$ cat config.mk
export PLATFORM = sky130hd
export DESIGN_NAME = fixed_width_radix_to_ascii
export DESIGN_NICKNAME = d
export VERILOG_FILES = /design/src/rtl/core/fwra_pkg.sv /design/src/rtl/core/fixed_width_radix_to_ascii.sv /design/src/rtl/core/fwra_ctrl.sv /design/src/rtl/core/fwra_datapath.sv
export SDC_FILE = /design/constraint.sdc
export NUM_CORES = 1
export LEC_CHECK = 0
export ABC_AREA = 1
export BUFFER_PORTS_ARGS = -buffer_cell sky130_fd_sc_hd__buf_2
export CORE_UTILIZATION = 56
export DETAILED_ROUTE_END_ITERATION = 8
export PLACE_DENSITY = 0.84
export SYNTH_ARGS = -nofsm -noshare
export SYNTH_HDL_FRONTEND = slang
export SYNTH_SLANG_ARGS = --single-unit
$ cat constraint.sdc
create_clock -name clock -period 3.1 [get_ports clock]
set_input_delay 0.31 -clock clock [delete_from_list [all_inputs] [get_ports clock]]
set_output_delay 0.31 -clock clock [all_outputs]
set_load 0.02 [all_outputs]
$ cat src/rtl/core/fwra_pkg.sv
// ----------------------------------------------------------------------------
// fwra_pkg: shared types and constants
// Command/status structs between controller and datapath, register indexes,
// and the digit-to-ASCII mapping.
// ----------------------------------------------------------------------------
`default_nettype none

package fwra_pkg;

   // Configuration register indexes
   localparam int CsrIndexWidth = 2;
   localparam int CsrDataWidth  = 6;
   localparam logic [CsrIndexWidth-1:0] CSR_RADIX       = 2'd0;
   localparam logic [CsrIndexWidth-1:0] CSR_DIGIT_COUNT = 2'd1;

   // Register limits and reset values
   localparam logic [4:0] RADIX_MIN   = 5'd2;
   localparam logic [4:0] RADIX_MAX   = 5'd16;
   localparam logic [4:0] RADIX_RESET = 5'd10;
   localparam logic [5:0] COUNT_MIN   = 6'd1;
   localparam logic [5:0] COUNT_RESET = 6'd8;

   // ASCII characters
   localparam logic [6:0] ASCII_ZERO = 7'h30;
   localparam logic [6:0] ASCII_A    = 7'h61;
   localparam logic [3:0] DIGIT_NINE = 4'h9;
   localparam logic [3:0] DIGIT_TEN  = 4'ha;

   typedef struct packed {
      logic load;      // capture value and settings, start a run
      logic div_step;  // one restoring-division bit
      logic store;     // write remainder digit, move to next position
      logic rd;        // read digit buffer into output register
      logic rd_next;   // advance read index
   } cmd_type;

   typedef struct packed {
      logic bit_last;  // final bit of the current division
      logic pos_zero;  // digit just divided is the most significant
      logic out_last;  // output register holds the final character
   } status_type;

   function automatic logic [6:0] digit_to_ascii(input logic [3:0] d);
      logic [6:0] c;
      if (d <= DIGIT_NINE) begin
         c = ASCII_ZERO + {3'd0, d};
      end else begin
         c = ASCII_A + {3'd0, d - DIGIT_TEN};
      end
      return c;
   endfunction

endpackage

`default_nettype wire

$ cat src/rtl/core/fixed_width_radix_to_ascii.sv
// Operation: each digit takes a full bit-serial division and a buffer write, then each
//   character takes a buffer read and an output handshake, with rsp_ready holding it.
// Throughput: one item at a time; at best the next item is taken the cycle after the
//   last character goes out, and no item is taken while a run is in progress.
// Reset: synchronous, active high; radix returns to 10, digit_count to 8, the
//   sequencer to idle with req_ready high. The digit buffer is not cleared.
// ----------------------------------------------------------------------------
// fixed_width_radix_to_ascii: fixed-width radix-to-ASCII converter
// Converts one unsigned value to digit_count ASCII characters in a
// configurable radix, most significant first, last flag on the final one.
// ----------------------------------------------------------------------------
`default_nettype none

module fixed_width_radix_to_ascii #(
   parameter int MAX_DIGITS  = 32,
   parameter int VALUE_WIDTH = 32
) (
   input  wire logic                                 clock,
   input  wire logic                                 reset,
   // input items
   input  wire logic                                 req_valid,
   output logic                                      req_ready,
   input  wire logic [VALUE_WIDTH-1:0]               req_value,
   // result items, one per character
   output logic                                      rsp_valid,
   input  wire logic                                 rsp_ready,
   output logic [6:0]                                rsp_ascii_char,
   output logic                                      rsp_last,
   // register writes
   input  wire logic                                 csr_valid,
   output logic                                      csr_ready,
   input  wire logic [fwra_pkg::CsrIndexWidth-1:0]   csr_index,
   input  wire logic [fwra_pkg::CsrDataWidth-1:0]    csr_wdata
);
   import fwra_pkg::*;

   logic [4:0] radix_ff, radix_in;
   logic [5:0] count_ff, count_in;
   cmd_type    cmd;
   status_type status;
   logic       csr_write;

   // Writes must only arrive while idle (the block does not enforce this); csr_ready is tied high
   assign csr_ready = 1'b1;
   assign csr_write = csr_valid && csr_ready;

   // Drop out-of-range writes and unknown indexes; the register keeps its value
   always_comb begin
      radix_in = radix_ff;
      count_in = count_ff;
      if (csr_write && (csr_index == CSR_RADIX)) begin
         if ((csr_wdata[4:0] >= RADIX_MIN) && (csr_wdata[4:0] <= RADIX_MAX)) begin
            radix_in = csr_wdata[4:0];
         end
      end
      if (csr_write && (csr_index == CSR_DIGIT_COUNT)) begin
         if ((csr_wdata >= COUNT_MIN) && ({1'b0, csr_wdata} <= 7'(MAX_DIGITS))) begin
            count_in = csr_wdata;
         end
      end
   end

   always_ff @(posedge clock) begin
      if (reset) begin
         radix_ff <= RADIX_RESET;
         count_ff <= COUNT_RESET;
      end else begin
         radix_ff <= radix_in;
         count_ff <= count_in;
      end
   end

   // Sequencer: divide each digit, store it, then read the buffer out in order
   fwra_ctrl u_ctrl (
      .clock     (clock),
      .reset     (reset),
      .req_valid (req_valid),
      .req_ready (req_ready),
      .rsp_valid (rsp_valid),
      .rsp_ready (rsp_ready),
      .status    (status),
      .cmd       (cmd)
   );

   // Divider, digit buffer and output character register
   fwra_datapath #(
      .MAX_DIGITS  (MAX_DIGITS),
      .VALUE_WIDTH (VALUE_WIDTH)
   ) u_datapath (
      .clock       (clock),
      .reset       (reset),
      .value       (req_value),
      .radix       (radix_ff),
      .digit_count (count_ff),
      .cmd         (cmd),
      .status      (status),
      .ascii_char  (rsp_ascii_char),
      .last        (rsp_last)
   );

endmodule

`default_nettype wire

$ cat src/rtl/core/fwra_ctrl.sv
// ----------------------------------------------------------------------------
// fwra_ctrl: conversion sequencer
// Steps the datapath through division, digit store and character output.
// ----------------------------------------------------------------------------
`default_nettype none

module fwra_ctrl (
   input  wire logic                clock,
   input  wire logic                reset,
   input  wire logic                req_valid,
   output logic                     req_ready,
   output logic                     rsp_valid,
   input  wire logic                rsp_ready,
   input  wire fwra_pkg::status_type status,
   output fwra_pkg::cmd_type        cmd
);
   import fwra_pkg::*;

   typedef enum logic [2:0] {
      ST_IDLE,
      ST_DIVIDE,
      ST_STORE,
      ST_READ,
      ST_EMIT
   } state_type;

   state_type state_ff, state_in;
   logic      req_ready_ff, req_ready_in;
   logic      rsp_valid_ff, rsp_valid_in;

   always_comb begin
      state_in     = state_ff;
      req_ready_in = req_ready_ff;
      rsp_valid_in = rsp_valid_ff;
      cmd          = '0;
      case (state_ff)
         ST_IDLE: begin
            if (req_valid && req_ready_ff) begin
               cmd.load     = 1'b1;
               req_ready_in = 1'b0;
               state_in     = ST_DIVIDE;
            end
         end
         ST_DIVIDE: begin
            cmd.div_step = 1'b1;
            if (status.bit_last) begin
               state_in = ST_STORE;
            end
         end
         ST_STORE: begin
            cmd.store = 1'b1;
            state_in  = status.pos_zero ? ST_READ : ST_DIVIDE;
         end
         ST_READ: begin
            cmd.rd       = 1'b1;
            rsp_valid_in = 1'b1;
            state_in     = ST_EMIT;
         end
         ST_EMIT: begin
            if (rsp_ready) begin
               rsp_valid_in = 1'b0;
               if (status.out_last) begin
                  req_ready_in = 1'b1;
                  state_in     = ST_IDLE;
               end else begin
                  cmd.rd_next = 1'b1;
                  state_in    = ST_READ;
               end
            end
         end
         default: begin
            state_in     = ST_IDLE;
            req_ready_in = 1'b1;
            rsp_valid_in = 1'b0;
         end
      endcase
   end

   always_ff @(posedge clock) begin
      if (reset) begin
         state_ff     <= ST_IDLE;
         req_ready_ff <= 1'b1;
         rsp_valid_ff <= 1'b0;
      end else begin
         state_ff     <= state_in;
         req_ready_ff <= req_ready_in;
         rsp_valid_ff <= rsp_valid_in;
      end
   end

   assign req_ready = req_ready_ff;
   assign rsp_valid = rsp_valid_ff;

endmodule

`default_nettype wire

$ cat src/rtl/core/fwra_datapath.sv
// ----------------------------------------------------------------------------
// fwra_datapath: bit-serial divider, digit buffer and output register
// One quotient bit per cycle; remainders land in the digit buffer.
// ----------------------------------------------------------------------------
`default_nettype none

module fwra_datapath #(
   parameter int MAX_DIGITS  = 32,
   parameter int VALUE_WIDTH = 32
) (
   input  wire logic                   clock,
   input  wire logic                   reset,
   input  wire logic [VALUE_WIDTH-1:0] value,
   input  wire logic [4:0]             radix,
   input  wire logic [5:0]             digit_count,
   input  wire fwra_pkg::cmd_type      cmd,
   output fwra_pkg::status_type        status,
   output logic [6:0]                  ascii_char,
   output logic                        last
);
   import fwra_pkg::*;

   localparam int IdxWidth = (MAX_DIGITS > 1) ? $clog2(MAX_DIGITS) : 1;
   localparam int BitWidth = $clog2(VALUE_WIDTH);

   logic [VALUE_WIDTH-1:0] quot_ff;
   logic [3:0]             rem_ff;
   logic [4:0]             radix_ff;
   logic [BitWidth-1:0]    bit_cnt_ff;
   logic [IdxWidth-1:0]    pos_ff;
   logic [IdxWidth-1:0]    last_idx_ff;
   logic [IdxWidth-1:0]    rd_idx_ff;
   logic [3:0]             rd_data_ff;
   logic [3:0]             digit_mem [MAX_DIGITS];

   logic [4:0] rem_shift;
   logic       rem_ge;

   // Restoring division step: remainder stays below the radix, so 4 bits hold it
   assign rem_shift = {rem_ff, quot_ff[VALUE_WIDTH-1]};
   assign rem_ge    = (rem_shift >= radix_ff);

   always_ff @(posedge clock) begin
      if (reset) begin
         quot_ff     <= '0;
         rem_ff      <= 4'd0;
         bit_cnt_ff  <= '0;
         radix_ff    <= RADIX_RESET;
         pos_ff      <= '0;
         last_idx_ff <= '0;
         rd_idx_ff   <= '0;
      end else begin
         if (cmd.load) begin
            quot_ff     <= value;
            rem_ff      <= 4'd0;
            bit_cnt_ff  <= '0;
            radix_ff    <= radix;
            pos_ff      <= IdxWidth'(digit_count - COUNT_MIN);
            last_idx_ff <= IdxWidth'(digit_count - COUNT_MIN);
            rd_idx_ff   <= '0;
         end
         if (cmd.div_step) begin
            quot_ff    <= {quot_ff[VALUE_WIDTH-2:0], rem_ge};
            rem_ff     <= rem_ge ? 4'(rem_shift - radix_ff) : rem_shift[3:0];
            bit_cnt_ff <= bit_cnt_ff + 1'b1;
         end
         if (cmd.store) begin
            rem_ff     <= 4'd0;
            bit_cnt_ff <= '0;
            pos_ff     <= pos_ff - 1'b1;
         end
         if (cmd.rd_next) begin
            rd_idx_ff <= rd_idx_ff + 1'b1;
         end
      end
   end

   // Digit buffer: one write port, one registered read port
   always_ff @(posedge clock) begin
      if (cmd.store) begin
         digit_mem[pos_ff] <= rem_ff;
      end
      if (cmd.rd) begin
         rd_data_ff <= digit_mem[rd_idx_ff];
      end
   end

   always_comb begin
      status.bit_last = (bit_cnt_ff == BitWidth'(VALUE_WIDTH - 1));
      status.pos_zero = (pos_ff == '0);
      status.out_last = (rd_idx_ff == last_idx_ff);
   end

   assign ascii_char = digit_to_ascii(rd_data_ff);
   assign last       = status.out_last;

endmodule

`default_nettype wire

# Word level (Yosys, flattened, before mapping)

Memory sizes are Yosys's and may differ from the RTL's. A register that Yosys moved wholly into a read port is not among the register bits.
Index checks and enable logic that the tools add are counted.

Bits in registers: 76
Input bits: 45
Memory bits (writable): 128
Memories: 1
Output and inout port bits: 11

Bitwise gates (word level): 2
Equality and inequality tests: 11
Multiplexer cells: 33
Magnitude comparators: 6
Reductions and logical operators: 19
$add $sub $neg: 8

Memories:

| memory               | words | width | read ports | clocked after memory_dff | wr ports | RTL line            | RTL |
|---|---|---|---|---|---|---|---|
| u_datapath.digit_mem | 32    | 4     | 1          | 1                        | 1        | fwra_datapath.sv:34 | `logic [3:0] digit_mem [MAX_DIGITS];` |

Operator list:

| operator                                            | count |
|---|---|
| two-way mux 32 bit                                  | 2 |
| two-way mux 5 bit                                   | 5 |
| case mux 3 bit (5 select lines)                     | 1 |
| two-way mux 1 bit                                   | 14 |
| two-way mux 4 bit                                   | 3 |
| adder 5 x 1 -> 5 bit, second input constant         | 2 |
| subtractor 5 x 1 -> 5 bit, second input constant    | 2 |
| two-way mux 3 bit                                   | 3 |
| adder 6 x 4 -> 7 bit, first input constant          | 1 |
| adder 6 x 5 -> 7 bit, first input constant          | 1 |
| two-way mux 7 bit                                   | 1 |
| equality test 3 x 2 -> 1 bit, second input constant | 2 |
| >= comparator 6 x 1 -> 1 bit, second input constant | 1 |
| <= comparator 6 bit, second input constant          | 1 |
| != test 2 bit, second input constant                | 3 |
| case mux 1 bit (3 select lines)                     | 2 |
| AND reduction 2 bit                                 | 3 |
| nonzero test 2 bit                                  | 3 |
| OR reduction 3 bit                                  | 2 |
| equality test 5 bit                                 | 1 |
| equality test 5 bit, second input constant          | 1 |
| >= comparator 5 x 2 -> 1 bit, second input constant | 1 |
| >= comparator 5 bit                                 | 1 |
| <= comparator 5 bit, second input constant          | 1 |
| other kinds (16)                                    | 22 |

# Depth between registers and ports, before layout

Gate-level depths: netlist (run 1).

Depth in word-level cells: 5
Depth in mapped cells: 11

# Hierarchy

From an unflattened synthesis (run 1), not the netlist that was laid out.

Cells, all modules: 1062
Area, all modules: 9609.2 um2

Modules (own cells, without submodules):

| module                     | cells each | instances | area an instance (um2) | seq. area each (um2) |
|---|---|---|---|---|
| fwra_datapath              | 937        | 1         | 8673.3                 | 5185.0 |
| fixed_width_radix_to_ascii | 75         | 1         | 580.6                  | 220.2 |
| fwra_ctrl                  | 50         | 1         | 355.3                  | 100.1 |

# Least setup slack after synthesis (run 1)

No wires, ideal clock.

Path kind: flip-flop to flip-flop
Start: register u_datapath.rem_ff[1]
End: register u_datapath.rem_ff[0]
Cell stages (with the launch flop): 9
Library setup time: 0.070 ns
Data arrival time: 1.930 ns
Required time: 3.030 ns
Slack: 1.100 ns
Cells stage by stage: dfxtp_1 > ha_1 > nand2_1 > nand2_1 > a21oi_1 > nand3_1 > nand2_1 > nand3_1 > a21oi_1

Cells in the longest elaborated chain, start to end: 3

RTL lines:

| what                   | RTL line            | RTL |
|---|---|---|
| start, declared        | fwra_datapath.sv:27 | `logic [3:0] rem_ff;` |
| start signal, assigned | fwra_datapath.sv:64 | `rem_ff <= rem_ge ? 4'(rem_shift - radix_ff) : rem_shift[3:0];` |
| >= comparator 5 bit    | fwra_datapath.sv:41 | `assign rem_ge = (rem_shift >= radix_ff);` |
| two-way mux 4 bit      | fwra_datapath.sv:64 |  |
| two-way mux 4 bit      | fwra_datapath.sv:62 | `if (cmd.div_step) begin` |

Every way passes these cells.
A chain may end at the register's enable or synchronous reset.

# Worst setup path in the final report (run 1)

Start: register u_datapath.rd_idx_ff[1]
End: output port rsp_last

Cells in the longest elaborated chain, start to end: 1

RTL lines:

| what                   | RTL line                         | RTL |
|---|---|---|
| start, declared        | fwra_datapath.sv:32              | `logic [IdxWidth-1:0] rd_idx_ff;` |
| start signal, assigned | fwra_datapath.sv:73              | `rd_idx_ff <= rd_idx_ff + 1'b1;` |
| equality test 5 bit    | fwra_datapath.sv:91              | `status.out_last = (rd_idx_ff == last_idx_ff);` |
| end, declared          | fixed_width_radix_to_ascii.sv:28 | `output logic rsp_last,` |

Every way passes these cells.

==> summary.md, run 1 <==
| Metric | Value |
|---|---|
| Run status | completed |
| Crit Path Max Fanout | 53 |
| Setup bufs post-CTS | 0 |
| Critical path's slowest cell | dfxtp_1 |
| Sequential Power Share | 0.459 |
| Reg clk slew, reported paths | 0.06 ns |
| Crit path required time | 2.79 ns |
| Share of flip-flops with an asynchronous set or reset | 0 |
| P&R area growth vs syn | 11.2% |
| CTS root buf | clkbuf_16 |
| Gate Count Post-Synth | 987 |
| Total gr overflow | 0 |
| Hold_buf cts | 0 |
| Met3 routed WL | 1440 µm |
| Worst slew pin tran | 0.949 ns |
| IO Count | 56 |
| Die area | 17000 µm² |
| Synthesis Warnings | 0 |
| Most common cell on crit path | nand2_1 |
| Cell chain of the critical path | inv_2, nand2_1, nand2_1, nor2_2, nand3_4, inv_1, buf_2 |
| Achievable Freq | 360 MHz |
| Die Y | 130 µm |
| H-Tree Depth | 1 |
| Post-route ant nets | 0 |
| Slew Viols, Final | 0 |
| Max VDD drop | 641 µV |
| Max Clock Skew | 0.0210 ns |
| Placed Cells | 1213 |
| Fillers | 1279 |
| CTS resizes | 0 |
| Port bufs | 53 |
| WHS Endpoint | radix_ff[1]$_SDFFE_PP1P_ |
| Sequential fraction of the synthesis area | 0.593 |
| FF-to-FF Start | u_ctrl.state_ff[2]$_SDFFE_PP0P_ |
| Worst setup EP type | primary output |
| Wl on met1 | 8440 µm |
| Area of the core | 16000 µm² |
| Total Neg Setup Slack | 0 ns |
| Avg Vias per Cell | 5.57 |
| Comb pwr share | 0.201 |
| Detail Placement HPWL | 12100 µm |
| Critical Path AT | 2.46 ns |
| Post-synth top area cell | edfxtp_1 |
| Share of cells above drive strength 1 | 0.114 |
| CTS Buffer Depth | 3 |
| MaxCap Viol Count | 0 |
| Largest net degree at the start of global routing | 69 |
| Static Leak | 3.88 nW |
| Setup crit start kind | flop |
| Final non-filler cell total | 1253 |
| Drc violations | 0 |
| Final antenna diode count | 0 |
| WL final | 19700 µm |
| Multi-input gate area | 3280 µm² |
| Sequential cell area | 5490 µm² |
| Area contributors post-synth | edfxtp_1 43%, dfxtp_1 16%, nand2_1 7.2%, nor2_1 6.3%, o21ai_0 5.3% |
| Drt first pass iters | 5 |
| First-pass GRT wire length | 31600 µm |
| Nets@finish | 1084 |
| Final Critical Period | 2.77 ns |
| Prevailing post-synth register cell | edfxtp_1 |
| Synth Register Bits | 208 |
| Post-Syn Area | 9250 µm² |
| Slew HR | 0.366 |
| Design area | 10300 µm² |
| Post-synth top cells | 178 x nand2_1, 155 x nor2_1, 132 x edfxtp_1, 98 x o21ai_0, 76 x dfxtp_1 |
| Clock sink count | 208 |
| Clock share of power | 0.340 |
| CTS buffer count | 22 |
| Gpl congestion | 0.855 |
| Worst hold path type | in -> reg |
| Initial Util | 0.578 |
| WL/cell | 15.7 µm |
| DP Area | 9580 µm² |
| Vias | 6980 |
| Gr usage total | 0.236 |
| Row cnt | 46 |
| Hold Startpoint | csr_wdata[1] |
| Final hold vios | 0 |
| Drt first-iter violations | 636 |
| Clk_lat worst skew | 0.50 ns |
| Vias in the first global route | 6535 |
| Top Metal Used | met4 |
| Met2 wire length | 9400 µm |
| R2r setup slk | 0.87 ns |
| Setup CP Type | reg -> out |
| Final Cycle Share | 0.895 |
| Switching portion of total power | 0.304 |
| Die Wd | 130 µm |
| Final setup fails | 0 |
| Syn avg cell area | 9.37 µm² |
| Buf+Inv Stages, Crit Path | 3 |
| Cell internal pwr | 5.25 mW |
| CP top delay family | buffers and inverters |
| Most used standard cell by instance count after synthesis | nand2_1 |
| P per Cell Area | 733 nW/µm² |
| CTS tree | yes |
| Net Switching | 2.29 mW |
| WHS | 0.0575 ns |
| R2r endpoint | u_datapath.quot_ff[0]$_SDFFE_PP0P_ |
| Synth unique cells | 40 |
| Initial antenna violation count | 0 |
| Hold path cells | 3 |
| Area share of the largest cell type after synthesis | 0.429 |
| RSZ-0062 raised after global routing | false |
| Reg2reg path depth | 8 |
| Max incr delay on CP | 0.67 ns |
| Post-synth EDFFs | 132 |
-- worst register-to-register path, stage by stage, from the launching register on --
cell     delay (ns)
dfxtp_1        0.34
inv_2          0.11
nand3_2        0.13
nor2_2         0.34
inv_2          0.25
nand2_4        0.52
inv_2          0.22
nand2_1        0.12
a31oi_1        0.08
-- final cells by class --
cell class / instances / area share
tap: 216 / 0.0263
timing repair buffer: 60 / 0.0309
inverter: 60 / 0.0219
sequential: 208 / 0.533
multi-input combinational: 669 / 0.318
clock inverter: 12 / 0.0113
clock buffer: 28 / 0.0577
-- flip-flops by register name, summed over array words and instances, names as in the netlist --
signal / flops
u_datapath.pos_ff: 5
u_datapath.rd_data_ff: 4
count_ff: 5
u_datapath.last_idx_ff: 5
u_datapath.rem_ff: 4
radix_ff: 5
u_datapath.bit_cnt_ff: 5
u_datapath.digit_mem: 128
u_datapath.rd_idx_ff: 5
u_ctrl.state_ff: 3
u_datapath.quot_ff: 32
u_ctrl.rsp_valid: 1
u_ctrl.req_ready: 1
u_datapath.radix_ff: 5
-- how the worst max path moves through the flow --
stage	start	to	slack, ns	cells past startpoint
finish	u_datapath.rd_idx_ff[1]$_SDFFE_PP0P_	rsp_last	0.33	7
global route	u_datapath.rd_idx_ff[1]$_SDFFE_PP0P_	rsp_last	0.05	7
CTS	u_datapath.rd_idx_ff[1]$_SDFFE_PP0P_	rsp_last	0.33	7
detailed placement	u_datapath.rd_idx_ff[1]$_SDFFE_PP0P_	rsp_last	0.86	7
global placement	u_datapath.rd_idx_ff[1]$_SDFFE_PP0P_	rsp_last	0.96	7
floorplan	u_datapath.rem_ff[1]$_SDFFE_PP0P_	u_datapath.rem_ff[0]$_SDFFE_PP0P_	1.10	8
-- cell families after synthesis --
group           share of synthesized area
simple gates                        0.191
compound gates                      0.127
flops                               0.593
buf+inv                            0.0528
fa+ha+maj                          0.0252
xor+xnor                           0.0104
other cells                      0.000406
-- routing by layer --
| metal | up-vias | global-route usage |
|---|---|---|
| li1 | 3452 | - |
| met5 | - | 0 |
| met1 | 3201 | 0.318 |
| met4 | 0 | 0.0811 |
| met3 | 45 | 0.0371 |
| met2 | 282 | 0.391 |
-- cells in the final DEF, fill, tap and decap left out, drive strengths merged, types with 2 or more instances in the layout --
cell,instances
clkinv,9
nand4,11
bufinv,2
buf,60
nand3,55
o22ai,8
clkbuf,28
a21oi,29
ha,17
o21ai,144
a211oi,3
nor3b,2
xor2,10
a31oi,33
nand2,183
nor2,161
inv,61
nor3,2
edfxtp,132
conb,2
dfxtp,76
-- power by group through the flow --
| stage | Clock, mW | Sequential, mW | Combinational (mW) |
|---|---|---|---|
| floorplan | 0 | 3.49 | 1.21 |
| global placement | 0 | 3.50 | 1.46 |
| detailed placement | 0 | 3.51 | 1.50 |
| CTS | 2.58 | 3.46 | 1.51 |
| global route | 2.69 | 3.50 | 1.73 |
| finish | 2.56 | 3.46 | 1.52 |
-- stage by stage --
stage / power (mW) / setup slack [ns] / utilization
2_1_floorplan: 4.71 / 1.10 / -
3_3_place_gp: 4.96 / 0.960 / 0.598
3_5_place_dp: 5.00 / 0.858 / 0.598
4_1_cts: 7.55 / 0.326 / 0.643
5_1_grt: 7.92 / 0.0503 / 0.643
6_report: 7.54 / 0.326 / 0.643
(Power assumes the default switching activity.)
==> run 2: changes to the inputs <==
Settings changed: PLACE_DENSITY 0.84 to 0.74.
==> summary.md, run 2 (same netlist as run 1, synthesis figures left out) <==
| Metric | Value |
|---|---|
| CTS Buffer Depth | 3 (unchanged) |
| Total gr overflow | 0 (unchanged) |
| Run status | completed |
| Max Clock Skew | 0.0120 ns (-0.00898 ns) |
| CTS buffer count | 20 (-9.1%) |
| Share of cells above drive strength 1 | 0.111 (-0.00257) |
| Final hold vios | 0 (unchanged) |
| R2r endpoint | u_datapath.quot_ff[0]$_SDFFE_PP0P_ |
| Post-route ant nets | 0 (unchanged) |
| H-Tree Depth | 1 (unchanged) |
| Final Cycle Share | 0.900 (+0.00509) |
| WHS | 0.0651 ns (+0.00756 ns) |
| R2r setup slk | 0.85 ns (-0.02 ns) |
| Slew HR | 0.355 (-0.0114) |
| Achievable Freq | 358 MHz (-0.57%) |
| Placement Setup Slack | 0.834 ns (-0.0248 ns) |
| Vias in the first global route | 6260 (-4.2%) |
| Gpl congestion | 0.835 (-2.3%) |
| IO Count | 56 (unchanged) |
| WHS Endpoint | radix_ff[1]$_SDFFE_PP1P_ |
| Setup crit start kind | flop |
| Hold Startpoint | csr_wdata[1] |
| Design area | 10200 µm² (-0.85%) |
| Sequential cell area | 5490 µm² (unchanged) |
| Largest register FFs | 128 (unchanged) |
| Worst setup margin | 0.310 ns (-0.0158 ns) |
| Util after Layout | 0.637 (-0.00547) |
| Critical Path AT | 2.48 ns (+0.02 ns) |
| Nets@finish | 1083 (-0.092%) |
| Multi-input gate area | 3280 µm² (unchanged) |
| Reg clk slew, reported paths | 0.06 ns (about the same) |
| Final Critical Period | 2.79 ns (+0.0158 ns) |
| CTS root buf | clkbuf_16 |
| Drt first pass iters | 9 (+4) |
| Hold path cells | 3 (unchanged) |
| Crit path required time | 2.79 ns (about the same) |
| P&R area growth vs syn | 10.3% |
| Leading cell type in the layout, fill and taps excluded | nand2_1 |
| Die area | 17000 µm² (unchanged) |
| Largest net degree at the start of global routing | 69 (unchanged) |
| Initial Util | 0.578 (unchanged) |
| RSZ-0062 raised after global routing | false |
| Drt first-iter violations | 645 (+1.4%) |
| Reg2reg path depth | 8 (unchanged) |
| Setup bufs post-CTS | 0 (unchanged) |
| First-pass GRT wire length | 31400 µm (-0.59%) |
| Avg Vias per Cell | 5.52 (-0.92%) |
| Row cnt | 46 (unchanged) |
| CTS tree | yes |
| Worst slew pin tran | 0.967 ns (+0.0185 ns) |
| MaxCap Viol Count | 0 (unchanged) |
| Worst setup EP type | primary output |
| Max VDD drop | 609 µV (-4.9%) |
| WL final | 19500 µm (-0.92%) |
| Area of the core | 16000 µm² (unchanged) |
| Initial antenna violation count | 0 (unchanged) |
| Clock sink count | 208 (unchanged) |
| Die Y | 130 µm (unchanged) |
| Placed Cells | 1214 (+0.082%) |
| Die Wd | 130 µm (unchanged) |
| Drc violations | 0 (unchanged) |
| Fillers | 1329 (+3.9%) |
| Final setup fails | 0 (unchanged) |
| Total Neg Setup Slack | 0 ns (unchanged) |
| Final Power | 7.29 mW (-3.4%) |
| DP Area | 9580 µm² (about the same) |
| Largest registers | u_datapath.digit_mem: 128 flops, u_datapath.quot_ff: 32 flops |
| Final non-filler cell total | 1250 (-0.24%) |
| Port bufs | 53 (unchanged) |
| Largest Register | u_datapath.digit_mem |
| Worst hold path type | in -> reg |
| Hold_buf cts | 0 (unchanged) |
| WL/cell | 15.6 µm (-0.68%) |
| Gr usage total | 0.237 (about the same) |
| Setup CP Type | reg -> out |
| Most frequent cells in the layout | 178 x nand2_1, 155 x nor2_1, 132 x edfxtp_1 |
| Clk_lat worst skew | 0.49 ns (about the same) |
| Slew Viols, Final | 0 (unchanged) |
| Vias | 6899 (-1.2%) |
| Detail Placement HPWL | 12300 µm (+1.3%) |
| P per Cell Area | 715 nW/µm² (-2.5%) |
| CTS resizes | 0 (unchanged) |
| Final antenna diode count | 0 (unchanged) |
| FF-to-FF Start | u_ctrl.state_ff[2]$_SDFFE_PP0P_ |
| Static Leak | 3.83 nW (-1.1%) |
| Crit Path Max Fanout | 53 (unchanged) |
run 2: cell count changes in the layout (fill, tap and decap cells not counted):
cell | before | now
clkinv_2 | 3 | 5
clkinv_8 | 1 | 0
inv_4 | 1 | 0
bufinv_16 | 2 | 1
clkinv_1 | 5 | 2
clkbuf_16 | 22 | 21
clkbuf_1 | 4 | 7
clkbuf_8 | 2 | 0
buf_4 | 7 | 8
run 2: layer usage:
layer  share of wire  track usage  up-vias  wire [µm]
li1                -            -     3451          -
met5               0            0        -          0
met1            0.44        0.336     3221       8680
met2            0.47        0.382      192       9190
met3           0.065       0.0346       35       1270
met4           0.020       0.0642        0        398
run 2: how the worst max path moves through the flow:
stage,startpoint,end,slack (ns),depth (start not counted)
floorplan,u_datapath.rem_ff[1]$_SDFFE_PP0P_,u_datapath.rem_ff[0]$_SDFFE_PP0P_,1.10,8
global placement,u_datapath.rd_idx_ff[1]$_SDFFE_PP0P_,rsp_last,0.88,7
detailed placement,u_ctrl.state_ff[2]$_SDFFE_PP0P_,u_datapath.quot_ff[0]$_SDFFE_PP0P_,0.83,8
CTS,u_datapath.rd_idx_ff[1]$_SDFFE_PP0P_,rsp_last,0.33,7
global route,u_datapath.rd_idx_ff[1]$_SDFFE_PP0P_,rsp_last,0.18,7
finish,u_datapath.rd_idx_ff[1]$_SDFFE_PP0P_,rsp_last,0.31,7
run 2: final cells by class:
class / count / share of cell area
Sequential cell: 208 / 0.538
Inverter: 60 / 0.0221
Multi-Input combinational cell: 669 / 0.321
Clock inverter: 8 / 0.00613
Timing Repair Buffer: 61 / 0.0319
Clock buffer: 28 / 0.0541
Tap cell: 216 / 0.0265
run 2: worst max-delay path, stage by stage, from the launching register on:
cell,delay [ns]
dfxtp_1,0.65
inv_2,0.50
nand2_1,0.16
nand2_1,0.08
nor2_2,0.16
nand3_4,0.14
inv_1,0.12
buf_2,0.17
run 2: power breakdown:
part	internal (mW)	total, mW	switching (mW)
combinational	0.458	1.53	1.07
sequential	3.27	3.46	0.188
clock	1.33	2.30	0.975
==> run 3: changes to the inputs <==
Settings changed: CELL_PAD_IN_SITES_DETAIL_PLACEMENT set to 1, CELL_PAD_IN_SITES_GLOBAL_PLACEMENT set to 1, CORE_UTILIZATION 56 to 43, PLACE_DENSITY 0.74 to unset, PLACE_DENSITY_LB_ADDON set to 0.1.
Clock period 3.1 ns to 2.3 ns, I/O delays scaled along.
==> summary.md, run 3 (same netlist as run 1, synthesis figures left out) <==
| Metric | Value |
|---|---|
| Run status | completed |
| Gr usage total | 0.227 (-0.00942) |
| Post-route ant nets | 0 (unchanged) |
| P&R area growth vs syn | 17.9% |
| Leading cell type in the layout, fill and taps excluded | nand2_1 |
| Max Clock Skew | 0.0178 ns (+0.00576 ns) |
| Largest Register | u_datapath.digit_mem |
| H-Tree Depth | 1 (unchanged) |
| Util after Layout | 0.518 (-0.119) |
| Total gr overflow | 0 (unchanged) |
| DP Area | 9790 µm² (+2.1%) |
| Largest registers | u_datapath.digit_mem: 128 flops, u_datapath.quot_ff: 32 flops |
| Share of cells above drive strength 1 | 0.128 (+0.0165) |
| Largest register FFs | 128 (unchanged) |
| RSZ-0062 raised after global routing | false |
| Final hold vios | 0 (unchanged) |
| Die area | 22100 µm² (+30%) |
| Die Y | 149 µm (+14%) |
| MaxCap Viol Count | 0 (unchanged) |
| Vias in the first global route | 7488 (+20%) |
| IO Count | 56 (unchanged) |
| Worst setup margin | 0.155 ns (-0.155 ns) |
| Setup CP Type | reg -> out |
| Port bufs | 53 (unchanged) |
| Drc violations | 0 (unchanged) |
| Reg clk slew, reported paths | 0.06 ns (about the same) |
| Final setup fails | 0 (unchanged) |
| CTS tree | yes |
| Gpl congestion | 0.799 (-4.2%) |
| Worst slew pin tran | 0.557 ns (-0.411 ns) |
| First-pass GRT wire length | 39000 µm (+24%) |
| Drt first pass iters | 6 (-3) |
| Worst setup EP type | primary output |
| Initial Util | 0.440 (-0.138) |
| Slew Viols, Final | 0 (unchanged) |
| CTS Buffer Depth | 3 (unchanged) |
| Final Critical Period | 2.14 ns |
| Design area | 10900 µm² (+6.9%) |
| Drt first-iter violations | 369 (-43%) |
| Vias | 7179 (+4.1%) |
| Row cnt | 53 (+15%) |
| CTS buffer count | 23 (+15%) |
| Setup crit start kind | flop |
| WL final | 24400 µm (+25%) |
| Final antenna diode count | 0 (unchanged) |
| Area of the core | 21000 µm² (+31%) |
| Total Neg Setup Slack | 0 ns (unchanged) |
| Crit path required time | 2.07 ns (-0.72 ns) |
| Clock sink count | 208 (unchanged) |
| Placement Setup Slack | 0.341 ns (-0.492 ns) |
| Static Leak | 4.13 nW (+7.6%) |
| Avg Vias per Cell | 5.27 (-4.6%) |
| Setup bufs post-CTS | 0 (unchanged) |
| Crit Path Max Fanout | 7 (-87%) |
| Max VDD drop | 546 µV (-10%) |
| P per Cell Area | 969 nW/µm² (+36%) |
| WHS | 0.0483 ns (-0.0168 ns) |
| Critical Path AT | 1.91 ns (-0.57 ns) |
| Nets@finish | 1134 (+4.7%) |
| Slew HR | 0.628 (+0.273) |
| Detail Placement HPWL | 15700 µm (+27%) |
| Worst hold path type | in -> reg |
| Most frequent cells in the layout | 177 x nand2_1, 154 x nor2_1, 132 x edfxtp_1 |
| Final Cycle Share | 0.933 |
| CTS root buf | clkbuf_16 |
| Clk_lat worst skew | 0.52 ns (+0.03 ns) |
| WL/cell | 17.9 µm (+15%) |
| Largest net degree at the start of global routing | 51 (-26%) |
| Achievable Freq | 466 MHz |
| Die Wd | 149 µm (+14%) |
| Initial antenna violation count | 0 (unchanged) |
-- run 3: changes by cell type in the layout (fill, tap and decap cells not counted), sizes merged --
cell,delta
clkinv,-5
buf,+14
dlygate4sd3,+34
inv,+1
clkbuf,+10
-- run 3: path summary, 6_finish.rpt --
| check | slack (ns) | depth (start not counted) | startpoint | end |
|---|---|---|---|---|
| hold / removal | 0.05 | 3 | csr_wdata[0] | count_ff[0]$_SDFFE_PP0P_ |
| hold reg to reg | 0.46 | 2 | u_datapath.bit_cnt_ff[3]$_SDFFE_PP0P_ | u_datapath.bit_cnt_ff[3]$_SDFFE_PP0P_ |
| setup / recovery | 0.16 | 5 | u_datapath.rd_data_ff[0]$_DFFE_PP_ | rsp_ascii_char[4] |
| setup reg to reg | 0.47 | 8 | u_ctrl.state_ff[2]$_SDFFE_PP0P_ | u_datapath.quot_ff[15]$_SDFFE_PP0P_ |
-- run 3: cell type report --
cell class,count,area [µm²]
Fill cell,2436,10100
Multi-Input combinational cell,669,3280
Clock inverter,4,51.3
Timing Repair Buffer,109,808
Inverter,60,230
Clock buffer,38,694
Tap cell,275,344
Sequential cell,208,5490
-- run 3: through the flow --
| step | total power, mW | std cells |
|---|---|---|
| after floorplan | 6.34 | 988 |
| after global placement | 6.94 | 1287 |
| after detailed placement | 6.98 | 1287 |
| after CTS | 10.7 | 1363 |
| after global routing | 11.2 | 1363 |
| final | 10.6 | 1363 |
-- run 3: metal layers --
layer  vias up  GRT usage  routed length (µm)
met4         0     0.0598                 441
met5         -          0                   0
met3        30     0.0273                1080
li1       3554          -                   -
met2       125      0.401               12200
met1      3470      0.294               10700
-- run 3: worst max-delay path, cell delays in order, from the launching register on --
cell and delay, ns:
edfxtp_1 0.44, ha_1 0.28, o21ai_2 0.18, nand2_2 0.13, a31o_2 0.23, buf_2 0.15
-- run 3: what timing repair did --
action | 4_1_cts | 5_1_grt
hold buffers | 34 | 0
gates cloned | 0 | 0
resized for setup | 3 | 7
endpoints found under the setup margin | 3 | 5
endpoints found under the hold margin | 35 | 0
pin swaps | 1 | 0
-- run 3: power by group --
part           total, mW  switching, mW  internal, mW
sequential          4.67          0.255          4.41
clock               3.62           1.45          2.17
combinational       2.27           1.54         0.737
total               10.6           3.24          7.32
